[src/rtl/smr_pkg.sv]
// Shared constants, types and helpers for the spiral matrix reorder block.
`timescale 1ns / 1ps
`default_nettype none
package smr_pkg;

  localparam int MAX_ROWS    = 8;
  localparam int MAX_COLS    = 8;
  localparam int STORE_DEPTH = MAX_ROWS * MAX_COLS;
  localparam int IDX_W       = $clog2(STORE_DEPTH);
  localparam int ADDR_W      = IDX_W + 1;          // one bank bit on top
  localparam int CNT_W       = IDX_W + 1;
  localparam int SIZE_W      = 4;
  localparam int PROD_W      = 2 * SIZE_W;
  localparam int ROW_W       = 3;
  localparam int COL_W       = 3;
  localparam int LIN_W       = ROW_W + SIZE_W;
  localparam int VALUE_W     = 32;
  localparam int CFG_IDX_W   = 2;
  localparam int CFG_DATA_W  = 4;
  localparam int OUT_DEPTH   = 4;
  localparam int OUT_PTR_W   = $clog2(OUT_DEPTH);
  localparam int OUT_CNT_W   = OUT_PTR_W + 1;

  localparam logic [CFG_IDX_W-1:0] REG_ROW_COUNT    = CFG_IDX_W'(0);
  localparam logic [CFG_IDX_W-1:0] REG_COLUMN_COUNT = CFG_IDX_W'(1);

  localparam logic [SIZE_W-1:0] SIZE_MAX_ROWS = SIZE_W'(MAX_ROWS);
  localparam logic [SIZE_W-1:0] SIZE_MAX_COLS = SIZE_W'(MAX_COLS);

  // One finished load waiting to be walked.
  typedef struct packed {
    logic              bank;
    logic [SIZE_W-1:0] rows;
    logic [SIZE_W-1:0] cols;
  } walk_cmd_t;

  // Position and end mark that travel alongside a store read.
  typedef struct packed {
    logic [ROW_W-1:0] row;
    logic [COL_W-1:0] col;
    logic             last;
  } result_tag_t;

  typedef struct packed {
    logic [VALUE_W-1:0] value;
    result_tag_t        tag;
  } result_t;

  // Zero counts as one, anything above the maximum as the maximum.
  function automatic logic [SIZE_W-1:0] clamp_size(input logic [SIZE_W-1:0] v,
                                                   input logic [SIZE_W-1:0] maxv);
    logic [SIZE_W-1:0] res;
    res = v;
    if (v == '0) begin
      res = SIZE_W'(1);
    end else if (v > maxv) begin
      res = maxv;
    end
    return res;
  endfunction

endpackage
`default_nettype wire

[src/rtl/smr_store.sv]
// Two-bank element store: one write port, one registered read port.
`timescale 1ns / 1ps
`default_nettype none
module smr_store (
  input  wire logic                        clk,
  input  wire logic                        wr_en,
  input  wire logic [smr_pkg::ADDR_W-1:0]  wr_addr,
  input  wire logic [smr_pkg::VALUE_W-1:0] wr_data,
  input  wire logic                        rd_en,
  input  wire logic [smr_pkg::ADDR_W-1:0]  rd_addr,
  output logic      [smr_pkg::VALUE_W-1:0] rd_data
);
  import smr_pkg::*;

  logic [VALUE_W-1:0] mem_r [2*STORE_DEPTH];
  logic [VALUE_W-1:0] rd_data_r;

  always_ff @(posedge clk) begin
    if (wr_en) begin
      mem_r[wr_addr] <= wr_data;
    end
  end

  always_ff @(posedge clk) begin
    if (rd_en) begin
      rd_data_r <= mem_r[rd_addr];
    end
  end

  assign rd_data = rd_data_r;

endmodule
`default_nettype wire

[src/rtl/smr_walk_q.sv]
// Two-entry queue of finished loads between the load side and the walker.
`timescale 1ns / 1ps
`default_nettype none
module smr_walk_q (
  input  wire logic               clk,
  input  wire logic               rst_n,
  input  wire logic               push,
  input  wire smr_pkg::walk_cmd_t push_cmd,
  input  wire logic               pop,
  output smr_pkg::walk_cmd_t      head_cmd,
  output logic                    full,
  output logic                    empty
);
  import smr_pkg::*;

  walk_cmd_t ent_r [2];
  logic      wr_ptr_r, wr_ptr_nxt;
  logic      rd_ptr_r, rd_ptr_nxt;
  logic [1:0] cnt_r, cnt_nxt;

  assign full     = (cnt_r == 2'd2);
  assign empty    = (cnt_r == 2'd0);
  assign head_cmd = ent_r[rd_ptr_r];

  always_comb begin
    wr_ptr_nxt = wr_ptr_r;
    rd_ptr_nxt = rd_ptr_r;
    cnt_nxt    = cnt_r;
    if (push) begin
      wr_ptr_nxt = ~wr_ptr_r;
    end
    if (pop) begin
      rd_ptr_nxt = ~rd_ptr_r;
    end
    if (push && !pop) begin
      cnt_nxt = cnt_r + 2'd1;
    end else if (pop && !push) begin
      cnt_nxt = cnt_r - 2'd1;
    end
  end

  always_ff @(posedge clk) begin
    if (!rst_n) begin
      wr_ptr_r <= 1'b0;
      rd_ptr_r <= 1'b0;
      cnt_r    <= 2'd0;
    end else begin
      wr_ptr_r <= wr_ptr_nxt;
      rd_ptr_r <= rd_ptr_nxt;
      cnt_r    <= cnt_nxt;
    end
  end

  always_ff @(posedge clk) begin
    if (push) begin
      ent_r[wr_ptr_r] <= push_cmd;
    end
  end

endmodule
`default_nettype wire

[src/rtl/smr_front.sv]
// Load side: size registers, element intake, bank selection and load completion.
`timescale 1ns / 1ps
`default_nettype none
module smr_front (
  input  wire logic                           clk,
  input  wire logic                           rst_n,
  input  wire logic                           cfg_valid,
  output logic                                cfg_ready,
  input  wire logic [smr_pkg::CFG_IDX_W-1:0]  cfg_index,
  input  wire logic [smr_pkg::CFG_DATA_W-1:0] cfg_data,
  input  wire logic                           in_push,
  output logic                                in_full,
  input  wire logic signed [smr_pkg::VALUE_W-1:0] in_element_value,
  input  wire logic                           q_full,
  output logic                                q_push,
  output smr_pkg::walk_cmd_t                  q_cmd,
  output logic                                st_wr_en,
  output logic      [smr_pkg::ADDR_W-1:0]     st_wr_addr,
  output logic      [smr_pkg::VALUE_W-1:0]    st_wr_data
);
  import smr_pkg::*;

  logic [SIZE_W-1:0] row_count_r, row_count_nxt;
  logic [SIZE_W-1:0] column_count_r, column_count_nxt;
  logic [IDX_W-1:0]  load_cnt_r, load_cnt_nxt;
  logic              bank_r, bank_nxt;
  logic [SIZE_W-1:0] rows;
  logic [SIZE_W-1:0] cols;
  logic [PROD_W-1:0] total;
  logic [CNT_W-1:0]  cnt_inc;
  logic              take;
  logic              load_done;

  assign cfg_ready = 1'b1;
  // Both banks hold loads not yet walked: nowhere to put the next element.
  assign in_full   = q_full;
  assign take      = in_push && !q_full;

  assign rows      = clamp_size(row_count_r, SIZE_MAX_ROWS);
  assign cols      = clamp_size(column_count_r, SIZE_MAX_COLS);
  assign total     = rows * cols;
  assign cnt_inc   = {1'b0, load_cnt_r} + CNT_W'(1);
  assign load_done = (PROD_W'(cnt_inc) >= total);

  assign st_wr_en   = take;
  assign st_wr_addr = {bank_r, load_cnt_r};
  assign st_wr_data = in_element_value;

  assign q_push = take && load_done;
  assign q_cmd  = '{bank: bank_r, rows: rows, cols: cols};

  always_comb begin
    row_count_nxt    = row_count_r;
    column_count_nxt = column_count_r;
    if (cfg_valid) begin
      if (cfg_index == REG_ROW_COUNT) begin
        row_count_nxt = cfg_data;
      end else if (cfg_index == REG_COLUMN_COUNT) begin
        column_count_nxt = cfg_data;
      end
    end
  end

  always_comb begin
    load_cnt_nxt = load_cnt_r;
    bank_nxt     = bank_r;
    if (take) begin
      if (load_done) begin
        load_cnt_nxt = '0;
        bank_nxt     = ~bank_r;
      end else begin
        load_cnt_nxt = cnt_inc[IDX_W-1:0];
      end
    end
  end

  always_ff @(posedge clk) begin
    if (!rst_n) begin
      row_count_r    <= SIZE_W'(MAX_ROWS);
      column_count_r <= SIZE_W'(MAX_COLS);
      load_cnt_r     <= '0;
      bank_r         <= 1'b0;
    end else begin
      row_count_r    <= row_count_nxt;
      column_count_r <= column_count_nxt;
      load_cnt_r     <= load_cnt_nxt;
      bank_r         <= bank_nxt;
    end
  end

endmodule
`default_nettype wire

[src/rtl/smr_back.sv]
// Walk side: clockwise spiral address generator, store reads and result queue.
`timescale 1ns / 1ps
`default_nettype none
module smr_back (
  input  wire logic                        clk,
  input  wire logic                        rst_n,
  input  wire logic                        q_empty,
  input  wire smr_pkg::walk_cmd_t          q_head,
  output logic                             q_pop,
  output logic                             st_rd_en,
  output logic      [smr_pkg::ADDR_W-1:0]  st_rd_addr,
  input  wire logic [smr_pkg::VALUE_W-1:0] st_rd_data,
  input  wire logic                        out_pop,
  output logic                             out_empty,
  output smr_pkg::result_t                 out_result
);
  import smr_pkg::*;

  typedef enum logic [1:0] {
    ST_IDLE = 2'b01,
    ST_WALK = 2'b10
  } state_t;

  typedef enum logic [3:0] {
    DIR_RIGHT = 4'b0001,
    DIR_DOWN  = 4'b0010,
    DIR_LEFT  = 4'b0100,
    DIR_UP    = 4'b1000
  } dir_t;

  state_t            state_r, state_nxt;
  dir_t              dir_r, dir_nxt;
  logic              bank_r, bank_nxt;
  logic [SIZE_W-1:0] cols_r, cols_nxt;
  logic [ROW_W-1:0]  row_r, row_nxt;
  logic [COL_W-1:0]  col_r, col_nxt;
  logic [ROW_W-1:0]  top_r, top_nxt;
  logic [ROW_W-1:0]  bot_r, bot_nxt;
  logic [COL_W-1:0]  left_r, left_nxt;
  logic [COL_W-1:0]  right_r, right_nxt;
  logic [IDX_W-1:0]  k_r, k_nxt;
  logic [IDX_W-1:0]  last_idx_r, last_idx_nxt;

  logic              inflight_r;
  result_tag_t       tag_r;

  result_t           fifo_r [OUT_DEPTH];
  logic [OUT_PTR_W-1:0] wr_ptr_r, rd_ptr_r;
  logic [OUT_CNT_W-1:0] cnt_r, cnt_nxt;

  logic              can_issue;
  logic              issue;
  logic              at_last;
  logic [LIN_W-1:0]  lin;
  logic [PROD_W-1:0] head_total;
  logic              fifo_pop;

  // Keep room for every read in flight plus the one about to start.
  assign can_issue  = (cnt_r + OUT_CNT_W'(inflight_r)) < OUT_CNT_W'(OUT_DEPTH);
  assign issue      = (state_r == ST_WALK) && can_issue;
  assign at_last    = (k_r == last_idx_r);
  assign lin        = row_r * cols_r + LIN_W'(col_r);
  assign head_total = q_head.rows * q_head.cols;

  assign st_rd_en   = issue;
  assign st_rd_addr = {bank_r, lin[IDX_W-1:0]};
  // Bank is released as its final read goes out.
  assign q_pop      = issue && at_last;

  always_comb begin
    state_nxt    = state_r;
    dir_nxt      = dir_r;
    bank_nxt     = bank_r;
    cols_nxt     = cols_r;
    row_nxt      = row_r;
    col_nxt      = col_r;
    top_nxt      = top_r;
    bot_nxt      = bot_r;
    left_nxt     = left_r;
    right_nxt    = right_r;
    k_nxt        = k_r;
    last_idx_nxt = last_idx_r;
    unique case (state_r)
      ST_IDLE: begin
        if (!q_empty) begin
          state_nxt    = ST_WALK;
          dir_nxt      = DIR_RIGHT;
          bank_nxt     = q_head.bank;
          cols_nxt     = q_head.cols;
          row_nxt      = '0;
          col_nxt      = '0;
          top_nxt      = '0;
          bot_nxt      = ROW_W'(q_head.rows - SIZE_W'(1));
          left_nxt     = '0;
          right_nxt    = COL_W'(q_head.cols - SIZE_W'(1));
          k_nxt        = '0;
          last_idx_nxt = IDX_W'(head_total - PROD_W'(1));
        end
      end
      ST_WALK: begin
        if (issue) begin
          if (at_last) begin
            state_nxt = ST_IDLE;
          end else begin
            k_nxt = k_r + IDX_W'(1);
            // Move on until blocked by a bound, then turn clockwise and
            // retire the side just finished.
            unique case (dir_r)
              DIR_RIGHT: begin
                if (col_r < right_r) begin
                  col_nxt = col_r + COL_W'(1);
                end else begin
                  dir_nxt = DIR_DOWN;
                  top_nxt = top_r + ROW_W'(1);
                  row_nxt = row_r + ROW_W'(1);
                end
              end
              DIR_DOWN: begin
                if (row_r < bot_r) begin
                  row_nxt = row_r + ROW_W'(1);
                end else begin
                  dir_nxt   = DIR_LEFT;
                  right_nxt = right_r - COL_W'(1);
                  col_nxt   = col_r - COL_W'(1);
                end
              end
              DIR_LEFT: begin
                if (col_r > left_r) begin
                  col_nxt = col_r - COL_W'(1);
                end else begin
                  dir_nxt = DIR_UP;
                  bot_nxt = bot_r - ROW_W'(1);
                  row_nxt = row_r - ROW_W'(1);
                end
              end
              DIR_UP: begin
                if (row_r > top_r) begin
                  row_nxt = row_r - ROW_W'(1);
                end else begin
                  dir_nxt  = DIR_RIGHT;
                  left_nxt = left_r + COL_W'(1);
                  col_nxt  = col_r + COL_W'(1);
                end
              end
              default: begin
                dir_nxt = DIR_RIGHT;
              end
            endcase
          end
        end
      end
      default: begin
        state_nxt = ST_IDLE;
      end
    endcase
  end

  always_ff @(posedge clk) begin
    if (!rst_n) begin
      state_r    <= ST_IDLE;
      dir_r      <= DIR_RIGHT;
      inflight_r <= 1'b0;
    end else begin
      state_r    <= state_nxt;
      dir_r      <= dir_nxt;
      inflight_r <= issue;
    end
  end

  always_ff @(posedge clk) begin
    bank_r     <= bank_nxt;
    cols_r     <= cols_nxt;
    row_r      <= row_nxt;
    col_r      <= col_nxt;
    top_r      <= top_nxt;
    bot_r      <= bot_nxt;
    left_r     <= left_nxt;
    right_r    <= right_nxt;
    k_r        <= k_nxt;
    last_idx_r <= last_idx_nxt;
    if (issue) begin
      tag_r.row  <= row_r;
      tag_r.col  <= col_r;
      tag_r.last <= at_last;
    end
  end

  // Result queue; store data and its tag arrive together in the cycle after issue.
  assign fifo_pop   = out_pop && (cnt_r != '0);
  assign out_empty  = (cnt_r == '0);
  assign out_result = fifo_r[rd_ptr_r];

  always_comb begin
    cnt_nxt = cnt_r;
    if (inflight_r && !fifo_pop) begin
      cnt_nxt = cnt_r + OUT_CNT_W'(1);
    end else if (fifo_pop && !inflight_r) begin
      cnt_nxt = cnt_r - OUT_CNT_W'(1);
    end
  end

  always_ff @(posedge clk) begin
    if (!rst_n) begin
      wr_ptr_r <= '0;
      rd_ptr_r <= '0;
      cnt_r    <= '0;
    end else begin
      cnt_r <= cnt_nxt;
      if (inflight_r) begin
        wr_ptr_r <= wr_ptr_r + OUT_PTR_W'(1);
      end
      if (fifo_pop) begin
        rd_ptr_r <= rd_ptr_r + OUT_PTR_W'(1);
      end
    end
  end

  always_ff @(posedge clk) begin
    if (inflight_r) begin
      fifo_r[wr_ptr_r].value <= st_rd_data;
      fifo_r[wr_ptr_r].tag   <= tag_r;
    end
  end

endmodule
`default_nettype wire

[src/rtl/spiral_matrix_reorder.sv]
// Top level of the spiral matrix reorder block.
`timescale 1ns / 1ps
`default_nettype none
// Matrix elements are pushed in row-major order; after the last element of a
// row_count x column_count matrix (each clamped to 1..8) the block produces
// every element in clockwise spiral order with its row, column and a mark on
// the final one. The store has two banks: one fills while the other is walked,
// so an element is taken whenever in_full is low and the walk delivers one
// result per cycle when pop keeps up, idling between walks. A walk's first
// result reaches the out_ ports via the queue hand-off, walk start, store
// read and result queue write after the transfer completing its matrix.
// in_full rises only while both banks hold matrices not yet walked. Sizes
// are sampled on every transfer and the fill count survives a size change;
// a size write is expected only while the block is idle. The config port is
// always ready; indexes other than 0 (rows) and 1 (columns) are ignored.
module spiral_matrix_reorder (
  input  wire logic                           clk,
  input  wire logic                           rst_n,
  // configuration
  input  wire logic                           cfg_valid,
  output logic                                cfg_ready,
  input  wire logic [smr_pkg::CFG_IDX_W-1:0]  cfg_index,
  input  wire logic [smr_pkg::CFG_DATA_W-1:0] cfg_data,
  // element input
  input  wire logic                           in_push,
  output logic                                in_full,
  input  wire logic signed [smr_pkg::VALUE_W-1:0] in_element_value,
  // spiral results
  output logic                                out_empty,
  input  wire logic                           out_pop,
  output logic signed [smr_pkg::VALUE_W-1:0]  out_value,
  output logic [smr_pkg::ROW_W-1:0]           out_row,
  output logic [smr_pkg::COL_W-1:0]           out_column,
  output logic                                out_last_of_walk
);
  import smr_pkg::*;

  walk_cmd_t           q_push_cmd;
  walk_cmd_t           q_head;
  logic                q_push;
  logic                q_pop;
  logic                q_full;
  logic                q_empty;
  logic                st_wr_en;
  logic [ADDR_W-1:0]   st_wr_addr;
  logic [VALUE_W-1:0]  st_wr_data;
  logic                st_rd_en;
  logic [ADDR_W-1:0]   st_rd_addr;
  logic [VALUE_W-1:0]  st_rd_data;
  result_t             result;

  // Load side: registers, intake, load completion.
  smr_front u_front (
    .clk              (clk),
    .rst_n            (rst_n),
    .cfg_valid        (cfg_valid),
    .cfg_ready        (cfg_ready),
    .cfg_index        (cfg_index),
    .cfg_data         (cfg_data),
    .in_push          (in_push),
    .in_full          (in_full),
    .in_element_value (in_element_value),
    .q_full           (q_full),
    .q_push           (q_push),
    .q_cmd            (q_push_cmd),
    .st_wr_en         (st_wr_en),
    .st_wr_addr       (st_wr_addr),
    .st_wr_data       (st_wr_data)
  );

  // Finished loads waiting for the walker, one per bank.
  smr_walk_q u_walk_q (
    .clk      (clk),
    .rst_n    (rst_n),
    .push     (q_push),
    .push_cmd (q_push_cmd),
    .pop      (q_pop),
    .head_cmd (q_head),
    .full     (q_full),
    .empty    (q_empty)
  );

  smr_store u_store (
    .clk     (clk),
    .wr_en   (st_wr_en),
    .wr_addr (st_wr_addr),
    .wr_data (st_wr_data),
    .rd_en   (st_rd_en),
    .rd_addr (st_rd_addr),
    .rd_data (st_rd_data)
  );

  // Walk side: spiral order, store reads, result queue.
  smr_back u_back (
    .clk        (clk),
    .rst_n      (rst_n),
    .q_empty    (q_empty),
    .q_head     (q_head),
    .q_pop      (q_pop),
    .st_rd_en   (st_rd_en),
    .st_rd_addr (st_rd_addr),
    .st_rd_data (st_rd_data),
    .out_pop    (out_pop),
    .out_empty  (out_empty),
    .out_result (result)
  );

  assign out_value        = result.value;
  assign out_row          = result.tag.row;
  assign out_column       = result.tag.col;
  assign out_last_of_walk = result.tag.last;

endmodule
`default_nettype wire
[config.mk]
export PLATFORM = sky130hd
export DESIGN_NAME = spiral_matrix_reorder
export DESIGN_NICKNAME = d
export VERILOG_FILES = /design/src/rtl/smr_pkg.sv /design/src/rtl/smr_store.sv /design/src/rtl/smr_walk_q.sv /design/src/rtl/smr_front.sv /design/src/rtl/smr_back.sv /design/src/rtl/spiral_matrix_reorder.sv
export SDC_FILE = /design/constraint.sdc
export NUM_CORES = 2
export LEC_CHECK = 0
export BUFFER_PORTS_ARGS = -buffer_cell sky130_fd_sc_hd__buf_2
export CAP_MARGIN = 20
export CORE_UTILIZATION = 50
export DETAILED_ROUTE_END_ITERATION = 8
export PLACE_DENSITY = 0.71
export RECOVER_POWER = 25
export SLEW_MARGIN = 25
export SYNTH_ARGS = -nofsm -noshare
export SYNTH_HDL_FRONTEND = slang
export SYNTH_HIERARCHICAL = 1
export SYNTH_MEMORY_MAX_BITS = 65536
export SYNTH_SLANG_ARGS = --single-unit
[constraint.sdc]
create_clock -name clk -period 5.2 [get_ports clk]
set_input_delay 0.78 -clock clk [delete_from_list [all_inputs] [get_ports clk]]
set_output_delay 0.78 -clock clk [all_outputs]
set_load 0.05 [all_outputs]
**Word level (Yosys, flattened, before mapping)**

Memories as Yosys holds them, arrays and structs flattened. A register that Yosys moved wholly into a read port is not among the register bits.
Cells that the tools add are included.
Widths: inputs -> output; s select.

- $add $sub $neg: 21
- Multiply operators: 3
- Divide/modulo/power cells: 0
- Order comparisons: 8
- Equality and inequality tests: 30
- Shift-type cells: 0
- Muxes and demuxes: 75
- Bitwise gates (word level): 5
- Reduce and logical (&&, ||, !) cells: 36

Operators by type and width:

| operator | number |
|---|---|
| $mux 3 | 33 |
| $mux 4 | 11 |
| $pmux 3 s2 | 6 |
| $mux 6 | 4 |
| $ne 3x3->1 const B | 8 |
| $pmux 3 s4 | 2 |
| $reduce_and 6->1 | 4 |
| $sub 3x1->3 const B | 7 |
| $ne 2x2->1 const B | 10 |
| $reduce_and 9->1 | 2 |
| $pmux 4 s4 | 1 |
| $add 3x1->3 const B | 5 |
| $mux 2 | 7 |
| $pmux 6 s2 | 1 |
| $logic_and 1x1->1 | 9 |
| $ge 7x8->1 | 1 |
| $gt 4x4->1 const B | 2 |
| $logic_not 4->1 | 2 |
| $mul 4x4->8 | 1 |
| $mux 1 | 8 |
| $pmux 4 s2 | 1 |
| $reduce_and 8->1 | 1 |
| $add 6x1->7 const B | 1 |
| $add 2x1->2 const B | 3 |
| 29 further kinds | 48 |

- Flip-flop bits (word level): 75
- Latch bits: 0
- RAM bits: 4,270
- ROM bits: 0
- Memories kept: 3

Memories:

| memory | depth | width | rd ports | clocked after memory_dff | write ports | line | RTL |
|---|---|---|---|---|---|---|---|
| u_store.mem_r | 128 | 32 | 1 | 1 | 1 | smr_store.sv:15 | `logic [VALUE_W-1:0] mem_r [2*STORE_DEPTH];` |
| u_back.fifo_r | 4 | 39 | 1 | 1 | 1 | smr_back.sv:47 | `result_t fifo_r [OUT_DEPTH];` |
| u_walk_q.ent_r | 2 | 9 | 1 | 1 | 1 | smr_walk_q.sv:16 | `walk_cmd_t ent_r [2];` |

**Longest topological paths before layout**

- Depth in word-level cells: 10
- Gate-level depth with buffers: 22
- Depth with buffers taken out: 22

**By module**

The synthesis kept the hierarchy.

Modules (own cells, without submodules):

| module | instances | cells an instance | area each (um2) | seq. area each (um2) |
|---|---|---|---|---|
| smr_store | 1 | 5,990 | 156,596.4 | 123,958.9 |
| smr_back | 1 | 559 | 9,374.0 | 6,266.0 |
| smr_front | 1 | 199 | 1,652.8 | 300.3 |
| smr_walk_q | 1 | 50 | 865.8 | 640.6 |

**Least setup slack after synthesis**

Ideal clock, no wire load.

- Path type: reg2reg
- From: register u_back.row_r[2]
- To: register u_store.rd_data_r[10], in the netlist u_store/rd_data[10], read port of u_store.mem_r (data pin)
- Data arrival time: 4.748 ns
- Required time: 4.940 ns
- Setup slack: 0.192 ns
- Stages on the path, launching flop included: 16
- Path buffers: 4
- Clock period less this slack: 5.008 ns
- Cells stage by stage: edfxtp_1 -> nand2_1 -> fa_1 -> inv_1 -> fa_1 -> inv_1 -> fa_1 -> inv_1 -> clkbuf_1 -> buf_2 -> clkbuf_1 -> buf_1 -> mux4_2 -> mux4_2 -> mux4_2 -> mux2_2

- Word-level cells in the longest chain between the ends: 2

Ends and longest elaborated chain:

| what | line | RTL |
|---|---|---|
| from (decl) | smr_back.sv:35 | `logic [ROW_W-1:0] row_r, row_nxt;` |
| from (signal assigned) | smr_back.sv:173 | `row_r <= row_nxt;` |
| $mul 3x4->6 | smr_back.sv:62 | `assign lin = row_r * cols_r + LIN_W'(col_r);` |
| $add 6x3->6 | smr_back.sv:62 |  |
| named net st_rd_addr[2] | spiral_matrix_reorder.sv:48 | `logic [ADDR_W-1:0] st_rd_addr;` |
| to (decl) | smr_store.sv:16 | `logic [VALUE_W-1:0] rd_data_r;` |

The timed path passes the listed nets, and every way through them passes these cells.
A chain may end at the register's enable or synchronous reset.

**Worst setup path in the final report**

- From: register u_back.row_r[1]
- To: register u_store.rd_data_r[30], in the netlist u_store/rd_data[30], read port of u_store.mem_r (data pin)

The elaborated chain is that of the path after synthesis.

==> key figures <==
Status
  – Status: finished with violations
  – Failing checks: max-capacitance violations, max-slew violations

Setup path
  – Startpoint types: flop
  – CP arrival: 5.79 ns
  – Worst EP required: 5.84 ns
  – Crit path capture: u_store/rd_data[30]$_DFFE_PP_
  – R2R Path Start: u_back/row_r[1]$_SDFFCE_PP0P_
  – Reg2Reg Setup Slack: 0.05 ns
  – CP max FO: 24
  – Setup CP Type: flop to flop
  – Crit path from: u_back/row_r[1]$_SDFFCE_PP0P_
  – Worst r2r dst: u_store/rd_data[30]$_DFFE_PP_
  – CP endpoint kind: flop
  – Register-to-Register Path Depth: 14

Logic synthesis
  – Largest cells by area after synthesis: edfxtp_1 77%, mux4_2 18%, ha_1 0.45%
  – Count leader, synth: edfxtp_1
  – Top post-synthesis cells by count: 4344 x edfxtp_1, 1383 x mux4_2, 195 x clkbuf_1
  – Net Count, Synth: 6917
  – Largest area contributor in the netlist: edfxtp_1
  – Synth Instances: 6798
  – FF+latch count, synth: 4380
  – Syn_area_per_cell: 24.79 um^2
  – Post-synth ARST share: 0
  – Post-synth EDFFs: 4344
  – Post-synth top flop: edfxtp_1
  – Post-synth top area share: 0.7742
  – Mapped cell area: 168500 um^2
  – Synth cell types: 67
  – Seq/Total Area, Yosys: 0.7785
  – Yosys warns: 6

Pwr
  – Sw Ratio: 0.2581
  – Combinational share of power: 0.194
  – Leak: 0.05973 uW
  – Pwr/cell area: 450.1 nW/um^2
  – Reg power frac: 0.452
  – Clk pwr share: 0.354
  – Peak supply drop: 0.0003236 V
  – Internal power: 64190 uW
  – Sw power: 22330 uW

Die
  – Chip Width: 582.5 um
  – I/O pin count: 85
  – Die area: 339300 um^2
  – # rows: 212
  – Initial core utilization: 0.5037
  – Core area: 334500 um^2
  – Die H: 582.5 um

Route
  – Initial DRC Count: 11320
  – DRC violations left: 0
  – Vias per cell: 6.426
  – Via count: 78470
  – Final wirelength: 415400 um
  – Drt first pass iters: 6
  – Final ANT Viol Nets: 0
  – Routed WL per cell: 34.02 um

Cells and area
  – Area grow syn2layout: 14.07%
  – Nets: 7467
  – Layout cell share with drive strength beyond 1: 0.3483
  – Fin cells: 12210

Timing
  – Worst slew margin: -1.999
  – Pins over their slew limit: 2182
  – Min cycle time layout: 5.150 ns
  – Worst Tran Pin Value: 4.499 ns
  – Fin Hold WS: 0.1686 ns
  – Fmax: 0.1942 GHz
  – Final worst path period share: 0.9904
  – Final setup viols: 0
  – Hold Vio Cnt, Final: 0
  – Clock Skew: 0.08523 ns

GRT
  – First-pass GRT wire length: 585600 um
  – GRT overflow: 0
  – GR Util All Layers: 0.2444
  – Initial antenna violation count: 68
  – Largest net degree at the start of global routing: 87
  – Vias in the first global route: 78630

Placement
  – GPL Wtd Cong: 0.8309
  – Placed insts: 11400
  – Half-perimeter wire length after placement: 237600 um
  – PortBufs: 83

Clocking
  – Root Buffer Master: clkbuf_16
  – CTS tree: done
  – Sink Count: 4380
  – Clock buffer depth: 4
  – CTS clk-pin slew, worst paths: 0.06 ns
  – TritonCTS Buffers: 417
  – H-tree depth: 5
  – Clock Latency Late Sink: 0.96 ns

Worst hold path
  – Worst min-delay path class: input port to flop

Job
  – Max_cap viols: 33
## logic make-up after synthesis
kind of cell | share of synthesized area
flops | 0.7785
mux | 0.1886
buf+inv | 0.01141
simple gates | 0.009862
fa+ha+maj | 0.006357
compound gates | 0.002762
xor+xnor | 0.002495
other cells | 0.00002226
## critical path, cell delays in order, from the launching register on
cell,delay [ns]
edfxtp_1,0.40
buf_4,0.19
and2_1,0.16
ha_1,0.29
ha_1,0.33
ha_4,0.18
inv_1,0.09
fa_2,0.46
bufinv_16,0.27
buf_16,0.21
buf_16,0.21
mux4_2,0.33
mux4_2,0.61
mux4_2,0.68
mux2_2,0.35
## through the flow
step                       TNS [ns]    util  setup slack, ns  area (um^2)  power, uW
final                             0  0.5746          0.05009       192200      86510
after global routing       -0.04996  0.5745         -0.03179       192200      88550
after CTS                 -0.003148  0.5736        -0.003148       191900      86320
after detailed placement          0  0.5325          0.02136       178100      55990
after global placement            0  0.5325          0.02284       178100      55770
after floorplan                   0       -           0.1918       168500      49520
## state kept, by name, summed over array words and instances (netlist names), 3 cells and up, named ones only
register                cells
u_back/left_r               3
u_front/row_count_r         4
u_back/cols_r               4
u_back/col_r                3
u_back/tag_r                7
u_store/mem_r            4096
u_walk_q/ent_r             18
u_back/row_r                3
u_back/fifo_r             156
u_front/load_cnt_r          6
u_store/rd_data            32
u_back/right_r              3
u_back/bot_r                3
u_back/dir_r                4
u_back/top_r                3
u_back/cnt_r                3
u_front/column_count_r      4
u_back/last_idx_r           6
u_back/k_r                  6
## layer usage
metal	global-route usage	wire length, um	vias up
met5	0	279	-
met2	0.3860	197500	4940
met4	0.06790	12760	46
li1	-	-	30460
met3	0.05355	48750	618
met1	0.3475	156100	42400
## final cells by class
class / instances / area [um^2]
flip-flops and latches: 4380 / 131200
repair inverters: 1 / 8.758
well taps: 4494 / 5623
inverters: 58 / 244.0
repair buffers: 506 / 4925
clock inverters: 268 / 2833
clock buffers: 492 / 10880
diodes: 28 / 70.07
fillers: 22860 / 142300
multi-input cells: 1984 / 36440
## worst min-delay path by stage
stage,from,end,slack (ns),depth (start not counted)
after floorplan,u_front/bank_r$_SDFFE_PN0P_,u_front/bank_r$_SDFFE_PN0P_,0.46,2
after global placement,u_front/row_count_r[3]$_SDFFE_PN1P_,u_walk_q/ent_r[0][7]$_DFFE_PP_,0.45,0
after detailed placement,u_front/row_count_r[3]$_SDFFE_PN1P_,u_walk_q/ent_r[0][7]$_DFFE_PP_,0.47,0
after CTS,cfg_data[3],u_front/column_count_r[3]$_SDFFE_PN1P_,0.1,3
after global routing,cfg_data[3],u_front/column_count_r[3]$_SDFFE_PN1P_,0.17,3
final,cfg_data[3],u_front/column_count_r[3]$_SDFFE_PN1P_,0.17,3
## placed cells by master, fill, tap and decap left out, drive strengths merged, types with 4 or more instances in the layout
cell type | synthesis | final
a21o | 8 | 8
a21oi | 19 | 19
and2 | 26 | 26
and3 | 8 | 8
buf | 179 | 465
bufinv | 0 | 57
clkbuf | 197 | 532
clkinv | 1 | 183
clkinvlp | 0 | 18
dfxtp | 36 | 36
diode | 0 | 28
edfxtp | 4344 | 4344
fa | 16 | 16
ha | 60 | 60
inv | 57 | 69
mux2 | 41 | 41
mux2i | 17 | 17
mux4 | 1383 | 1383
nand2 | 50 | 50
nand2b | 10 | 10
nand3 | 29 | 29
nand3b | 5 | 5
nand4 | 6 | 6
nor2 | 162 | 162
nor2b | 18 | 18
nor3 | 13 | 13
nor3b | 4 | 4
o211ai | 6 | 6
o21ai | 16 | 16
or3 | 4 | 4
xnor2 | 30 | 30
xor2 | 18 | 18
## power groups by stage
stage	Combinational (uW)	Sequential (uW)	Clock, uW
2_1_floorplan	9750	39800	0
3_3_place_gp	15900	39900	0
3_5_place_dp	16100	39900	0
4_1_cts	16300	39100	30900
5_1_grt	17200	39100	32200
6_report	16800	39100	30600
## repair_timing
action | in CTS | in global routing
resized for setup | 1 | 17
hold buffers | 0 | 0
gates cloned | 1 | 5
pin swaps | 0 | 1
buffers inserted | 0 | 15
endpoints found under the setup margin | 1 | 22
No activity file was read; power rests on OpenSTA's default activity.
